**src/hdl/fst_pkg.sv**
```systemverilog
// fst_pkg: shared types for the free-list slot table.
// Holds the command and status structs that join the controller and the datapath.
// No dependencies.
`default_nettype none

package fst_pkg;

    // Commands from the controller to the datapath
    typedef struct packed {
        logic capture;  // load the accepted item
        logic rd;       // issue the memory reads
        logic eval;     // evaluate read data, write back, update result
    } t_cmd;

    // Status from the datapath to the controller
    typedef struct packed {
        logic scan_more;  // search row held no hit and another row remains
    } t_sts;

endpackage

`default_nettype wire

```
**src/hdl/fst_ctrl.sv**
```systemverilog
// fst_ctrl: sequencing state machine of the free-list slot table.
// Drives the datapath through fst_pkg::t_cmd and reads back fst_pkg::t_sts.
// Depends on fst_pkg.
`default_nettype none

module fst_ctrl (
    input  wire logic          i_clk,
    input  wire logic          i_rst_n,
    input  wire logic          i_in_valid,
    output logic               o_in_ready,
    output logic               o_out_valid,
    input  wire logic          i_out_ready,
    output fst_pkg::t_cmd      o_cmd,
    input  wire fst_pkg::t_sts i_sts
);

    typedef enum logic [3:0] {
        S_IDLE = 4'b0001,
        S_READ = 4'b0010,
        S_EVAL = 4'b0100,
        S_OUT  = 4'b1000
    } t_state;

    t_state r_state;
    t_state n_state;

    // Decode the state into handshake and datapath commands; refuse input in reset
    always_comb begin
        o_in_ready    = (r_state == S_IDLE) && i_rst_n;
        o_out_valid   = (r_state == S_OUT);
        o_cmd.capture = (r_state == S_IDLE) && i_rst_n && i_in_valid;
        o_cmd.rd      = (r_state == S_READ);
        o_cmd.eval    = (r_state == S_EVAL);
    end

    // Advance: accept, read, evaluate (looping over search rows), present
    always_comb begin
        n_state = r_state;
        case (r_state)
            S_IDLE: begin
                if (i_in_valid) begin
                    n_state = S_READ;
                end
            end
            S_READ: begin
                n_state = S_EVAL;
            end
            S_EVAL: begin
                if (i_sts.scan_more) begin
                    n_state = S_READ;
                end else begin
                    n_state = S_OUT;
                end
            end
            S_OUT: begin
                if (i_out_ready) begin
                    n_state = S_IDLE;
                end
            end
            default: begin
                n_state = S_IDLE;
            end
        endcase
    end

    // Hold state; return to idle on reset
    always_ff @(posedge i_clk) begin
        if (!i_rst_n) begin
            r_state <= S_IDLE;
        end else begin
            r_state <= n_state;
        end
    end

    a_no_overlap: assert property (@(posedge i_clk) disable iff (!i_rst_n)
        !(o_in_ready && o_out_valid))
        else $error("input accepted while a result is pending");

    a_eval_to_out: assert property (@(posedge i_clk) disable iff (!i_rst_n)
        (o_cmd.eval && !i_sts.scan_more) |=> o_out_valid)
        else $error("finished evaluation did not present a result");

    a_scan_rereads: assert property (@(posedge i_clk) disable iff (!i_rst_n)
        (o_cmd.eval && i_sts.scan_more) |=> (o_cmd.rd && !o_out_valid))
        else $error("search continuation did not issue a new row read");

endmodule

`default_nettype wire

```
**config.mk**
```make
export PLATFORM = sky130hd
export DESIGN_NAME = fst_ctrl
export DESIGN_NICKNAME = d
export VERILOG_FILES = /design/src/hdl/fst_pkg.sv /design/src/hdl/fst_ctrl.sv
export SDC_FILE = /design/constraint.sdc
export NUM_CORES = 1
export LEC_CHECK = 0
export ABC_AREA = 1
export BUFFER_PORTS_ARGS = -buffer_cell sky130_fd_sc_hd__buf_2
export CAP_MARGIN = 20
export CORE_AREA = 4 4 41 43
export CTS_BUF_LIST = sky130_fd_sc_hd__clkbuf_4
export DETAILED_ROUTE_END_ITERATION = 7
export DIE_AREA = 0 0 45 47
export SLEW_MARGIN = 25
export SYNTH_ARGS = -nofsm -noshare
export SYNTH_HDL_FRONTEND = slang
export SYNTH_SLANG_ARGS = --single-unit
export TNS_END_PERCENT = 5
```
**constraint.sdc**
```tcl
create_clock -name i_clk -period 1.3 [get_ports i_clk]
set_input_delay 0.26 -clock i_clk [delete_from_list [all_inputs] [get_ports i_clk]]
set_output_delay 0.26 -clock i_clk [all_outputs]
set_load 0.01 [all_outputs]
```
# --- Word-level counts from Yosys, hierarchy flattened ---
# Index checks and enable logic that the tools add are counted.
totals:
  ff_bits: 4
  in_bits: 5
  out_inout_bits: 5
  elab_cells: 14
op_classes:
  eq_ne: 6
  n_mux: 4
  reduce_logical: 3
ops:
  columns: ["operator", "count"]
  rows:
  - ["$pmux 4 s4", 1]
  - ["$mux 4", 3]
  - ["$eq 4x1->1 const B", 1]
  - ["$eq 4x2->1 const B", 1]
  - ["$eq 4x3->1 const B", 1]
  - ["$eq 4x4->1 const B", 1]
  - ["$logic_and 1x1->1", 2]
  - ["$ne 2x1->1 const B", 1]
  - ["$ne 2x2->1 const B", 1]
  - ["$reduce_and 2->1", 1]

# --- Depth between registers and ports, before layout ---
# Gate-level depths: netlist of run 1.
logic_depth:
  ltp_word: 3
  ltp_mapped: 7

# --- Worst setup path before layout of run 1 ---
# OpenSTA, ideal clock, no wires.
synth_timing:
  kind: "reg-to-output"
  startpoint: "register r_state[2]"
  endpoint: "output o_cmd[2] in the netlist's numbering"
  t_arrival_ns: 0.847
  required_time_ns: 1.040
  slack_ns: 0.193
  stages_incl_launch_ff: 4
  n_path_buf: 0
  cell_sequence: "dfxtp_1 > nor2_1 > nand2_1 > nor3_1"
synth_rtl:
  columns: ["element", "line", "text"]
  rows:
  - ["start, declared", "fst_ctrl.sv:24", "t_state r_state;"]
  - ["start signal, assigned", "fst_ctrl.sv:71", "r_state <= n_state;"]
  - ["end, declared", "fst_ctrl.sv:13", "output fst_pkg::t_cmd o_cmd,"]

==> results of run 1 <==
==> synthesized netlist by cell type, drive strengths merged <==
cell,count,area [um2]
a21oi,1,5.00
dfxtp,4,80.1
inv,13,48.8
nand2,10,37.5
nand3,3,15.0
nor2,12,47.6
nor3,1,5.00
nor4,1,6.26
==> critical path: stages (launching register included) <==
cell,delay (ns)
dfxtp_4,0.35
nor2_1,0.13
nand2_1,0.13
inv_2,0.07
buf_2,0.12
==> metal layers <==
metal,global-route usage,vias up,share of wire
met5,0,-,0
met4,0.105,0,0.075
met3,0.0115,5,0.079
met2,0.0706,14,0.38
met1,0.0705,107,0.46
li1,-,154,-
==> how the worst max path moves through the flow <==
stage / startpoint / to
2_1_floorplan: r_state[2]$_SDFFE_PN0P_ / o_cmd[2]
3_3_place_gp: r_state[2]$_SDFFE_PN0P_ / o_cmd[2]
3_5_place_dp: r_state[2]$_SDFFE_PN0P_ / o_cmd[2]
4_1_cts: r_state[0]$_SDFFE_PN1P_ / o_cmd[2]
5_1_grt: r_state[0]$_SDFFE_PN1P_ / o_cmd[2]
6_report: r_state[1]$_SDFFE_PN0P_ / o_cmd[0]
==> power by group <==
| part | leakage, nW | internal (W) | total, W | switching, W |
|---|---|---|---|---|
| Sequential | 0.0342 | 0.000145 | 0.000165 | 0.0000205 |
| Combinational | 0.176 | 0.0000578 | 0.000143 | 0.0000854 |
| Clock | 0.0138 | 0.000103 | 0.000154 | 0.0000511 |
==> through the flow <==
stage          std cells  utilization  instance area (um2)  hold slack [ns]
5_1_grt               72        0.276                  359            0.287
3_5_place_dp          69        0.238                  309            0.537
2_1_floorplan         45            -                  245            0.407
3_3_place_gp          69        0.238                  309            0.534
4_1_cts               72        0.265                  345            0.277
6_report              72        0.276                  359            0.283
==> area by class of cell <==
type,count,area [um2]
fill,155,942
multi-input combinational,28,136
sequential,4,87.6
inverter,13,48.8
timing repair buffer,9,45.0
clock buffer,3,22.5
tap,15,18.8
==> cells by family (layout without fill, tap and decap cells) <==
kind of cell / count (synthesis) / after routing / synth area share
buf+inv: 13 / 25 / 0.199
compound gates: 1 / 1 / 0.0204
simple gates: 27 / 27 / 0.454
flops: 4 / 4 / 0.327
==> repair_timing <==
| item | CTS | global route |
|---|---|---|
| hold buffers | 0 | 0 |
| pin swaps | 1 | 1 |
| resized for setup | 7 | 4 |
| setup endpoints to repair | 4 | 5 |
==> flow_summary.ini, run 1 <==
[finish]
antenna_cells = 0
drive_above_1_share = 0.386
layout_commonest_cell = inv_1
syn2layout_area_growth_pct = 46.4
nets = 64
top_register = r_state
reg_top3 = r_state x4
largest_reg_flops = 4
layout_common_cells = 11 x inv_1, 10 x nor2_1, 9 x nand2_1, 9 x buf_2

[routing]
ant_nets = 0
vias_per_cell = 3.89
wl_um = 583
drc = 0
firstDrtPassIters = 4
num_vias = 280
routedWlPerCell_um = 8.10
drt_iter0_drc = 5

[synthesis]
yosysSeqAreaShare = 0.327
ys_ff_latch = 4
syn_area_um2 = 245
yosysWarnings = 0
synth_cells = 45
synthDistinctLibCells = 10
syn_avg_cell_area_um2 = 5.45
synth_nets = 50

[sta]
clock.fmax_ghz = 0.764
fin_ws_ns = -0.00836
rsz0062_at_grt = yes
worst_slew_pin_slew_ns = 0.197
period_minus_slack_ns = 1.31
final-setup-viol-count = 2
clock_skew_ns = 0.00279
finalCritPeriodShare = 1.01
tns_ns = -0.0155
report.final.slew_viol_count = 0
relSlewSlack = 0.867
hold_viol = 0

[clock_network]
clock_latency_ns = 0.24
cts_buffers = 3
clock_sinks = 4
cts_tree = built
cts_max_level = 1
clk_pin_slew_ns = 0.04
cts_setup_buffers = 0
cts_buffer_depth = 2
root_buffer = clkbuf_4

[setup_path]
rr_endpoint = r_state[0]$_SDFFE_PN1P_
critPathRequiredTime_ns = 1.04
endpoint_kind = output port
r2r_slack_ns = 0.30
arrival_ns = 1.05
worstSetupPathType = reg2out
path_max_fanout = 4
reg2regPathDepth = 6
worst_setup_path_start_kind = register
timing.rr.start = r_state[1]$_SDFFE_PN0P_

[outcome]
outcome = finished with violations
violations = negative setup slack

[grt]
antenna_found_initial = 0
grt_pass1_wl_um = 828
grt_pass1_vias = 229
grt_usage = 0.0608
overflow = 0
grt_start_max_net_pins = 5

[min_path]
hold_end = r_state[1]$_SDFFE_PN0P_
min_from = i_rst_n
hold_depth = 3
worstHoldPathType = in2reg

[floorplan]
coreArea_um2 = 1300
fp.dieW_um = 45
initial_core_util = 0.188
rows = 13
boundaryPins = 10
die_h_um = 47
die_area_um2 = 2120

[placed_design]
gp_congestion = 0.714
dp_worst_setup_slack_ns = 0.122
dp_hpwl_um = 456
port_buffers = 9

[power_and_ir_drop]
total_power_w = 0.000463
p_leak_nw = 0.224
ir_worst_vdd_mv = 0.476
powerDensity_nw_per_um2 = 1290

[job]
cap_violations = 0
Note: power is estimated with default switching activity, not from simulation.
==> run 2: changes to the inputs <==
clock period = 1.2 ns   (was 1.3 ns; I/O delays follow)
==> run 2 against run 1 <==
Effect of this change:
- the flow still finishes with violations (negative setup slack)
- core utilization stayed put
- clock skew barely moved
- hold slack got worse by 0.021 ns
- final area is the same
- cell count stayed put
- clock power is 9% higher
- combinational power up 9%
- via count is 1.1% higher
- wire length fell by 2.9%
- critical endpoint is now o_cmd[2]
- largest power group unchanged
==> flow_summary.ini, run 2 (synthesized netlist as in run 1, its figures left out) <==
[outcome]
outcome = finished with violations
violations = negative setup slack

[clock_network]
clk_pin_slew_ns = 0.04
root_buffer = clkbuf_4
cts_buffer_depth = 2
cts_max_level = 1
cts_tree = built
holdBufCountCts = 0
cts_buffers = 3
clock_sinks = 4
clock_latency_ns = 0.24

[placed_design]
port_buffers = 9
place_area_um2 = 309
dp_cells = 69
dp_hpwl_um = 456
gp_congestion = 0.714
dp_worst_setup_slack_ns = 0.0415

[floorplan]
initial_core_util = 0.188
fp.dieW_um = 45
rows = 13
boundaryPins = 10
die_h_um = 47
die_area_um2 = 2120
coreArea_um2 = 1300

[routing]
num_vias = 283
ant_nets = 0
drc = 0
wl_um = 566
vias_per_cell = 3.93
firstDrtPassIters = 4
drt_iter0_drc = 5
routedWlPerCell_um = 7.86

[setup_path]
r2r_slack_ns = 0.20
arrival_ns = 1.05
endpoint_kind = output port
slowest_delay_ns = 0.34
rr_endpoint = r_state[0]$_SDFFE_PN1P_
worst_setup_path_start_kind = register
timing.rr.start = r_state[1]$_SDFFE_PN0P_
worstSetupPathType = reg2out
cpLargestDelayFamily = flip-flops
path_max_fanout = 4
reg2regPathDepth = 6
cpMaxStageDelayCell = dfxtp_2
crit_chain = inv_2, nor2_4, nand2_2, nor3_2, buf_2
critPathRequiredTime_ns = 0.96
worst-path-buf-inv = 2

[sta]
hold_viol = 0
rsz0062_at_grt = yes
finalCritPeriodShare = 1.08
final-setup-viol-count = 5
tns_ns = -0.297
finalHoldWorstSlack_ns = 0.263
clock_skew_ns = 0.00329
period_minus_slack_ns = 1.29
report.final.slew_viol_count = 0
relSlewSlack = 0.862
worst_slew_pin_slew_ns = 0.206
fin_ws_ns = -0.0923
clock.fmax_ghz = 0.774

[finish]
stdcell_count = 72
largest_reg_flops = 4
fin_area_um2 = 359
syn2layout_area_growth_pct = 46.4
nets = 64
antenna_cells = 0
top_register = r_state
layout_common_cells = 11 x inv_1, 10 x nor2_1, 9 x nand2_1, 9 x buf_2
nFillCells = 157
multi_input_area_um2 = 136
seq_area_um2 = 87.6
drive_above_1_share = 0.386
layout_commonest_cell = inv_1
reg_top3 = r_state x4

[power_and_ir_drop]
p_comb_frac = 0.311
clockPowerShare = 0.334
p_switching_w = 0.000171
sw_frac_of_total = 0.340
ir_worst_vdd_mv = 0.469
powerDensity_nw_per_um2 = 1400
p_int_w = 0.000331
seqPwrFrac = 0.355
p_leak_nw = 0.224

[grt]
grt_pass1_wl_um = 855
grt_usage = 0.0624
antenna_found_initial = 0
grt_start_max_net_pins = 5
grt_pass1_vias = 238
overflow = 0

[job]
cap_violations = 0

[min_path]
hold_depth = 3
hold_end = r_state[1]$_SDFFE_PN0P_
worstHoldPathType = in2reg
min_from = i_rst_n
-- run 2: worst reg2reg max path, stage by stage, from the launching register on --
cell	delay, ns
dfxtp_4	0.35
nor2_1	0.14
nand3_1	0.18
nand2_1	0.11
inv_1	0.04
nand2_1	0.04
nand2_1	0.04
-- run 2: stage by stage --
step                power, W  utilization
global placement    0.000307        0.238
global route        0.000536        0.276
floorplan           0.000271            -
CTS                 0.000509        0.273
detailed placement  0.000310        0.238
finish              0.000502        0.276
-- run 2: how the worst max path moves through the flow --
stage          cells after the start               startpoint        to
2_1_floorplan                      3  r_state[2]$_SDFFE_PN0P_  o_cmd[2]
3_3_place_gp                       4  r_state[2]$_SDFFE_PN0P_  o_cmd[2]
3_5_place_dp                       4  r_state[2]$_SDFFE_PN0P_  o_cmd[2]
4_1_cts                            5  r_state[2]$_SDFFE_PN0P_  o_cmd[0]
5_1_grt                            5  r_state[0]$_SDFFE_PN1P_  o_cmd[2]
6_report                           5  r_state[0]$_SDFFE_PN1P_  o_cmd[2]
-- run 2: repair_timing --
item / 4_1_cts / 5_1_grt
pin swaps: 1 / 1
gates resized for setup: 9 / 2
setup buffers: 0 / 0
setup endpoints to repair: 5 / 5
-- run 2: per-layer routing --
layer | wire, um | GRT usage | vias to the layer above
li1 | - | - | 154
met1 | 268 | 0.0705 | 110
met2 | 207 | 0.0763 | 14
met3 | 46 | 0.0115 | 5
met4 | 44 | 0.105 | 0
met5 | 0 | 0 | -
-- run 2: power groups by stage --
stage | combinational, W | clock, W | sequential [W]
after floorplan | 0.000104 | 0 | 0.000167
after global placement | 0.000137 | 0 | 0.000170
after detailed placement | 0.000139 | 0 | 0.000171
after CTS | 0.000156 | 0.000176 | 0.000177
after global routing | 0.000175 | 0.000180 | 0.000181
final | 0.000156 | 0.000168 | 0.000179
-- run 2: area by class of cell --
| type | count | share of cell area |
|---|---|---|
| timing repair buffer | 9 | 0.125 |
| clock buffer | 3 | 0.0627 |
| tap | 15 | 0.0523 |
| multi-input combinational | 28 | 0.380 |
| inverter | 13 | 0.136 |
| sequential | 4 | 0.244 |
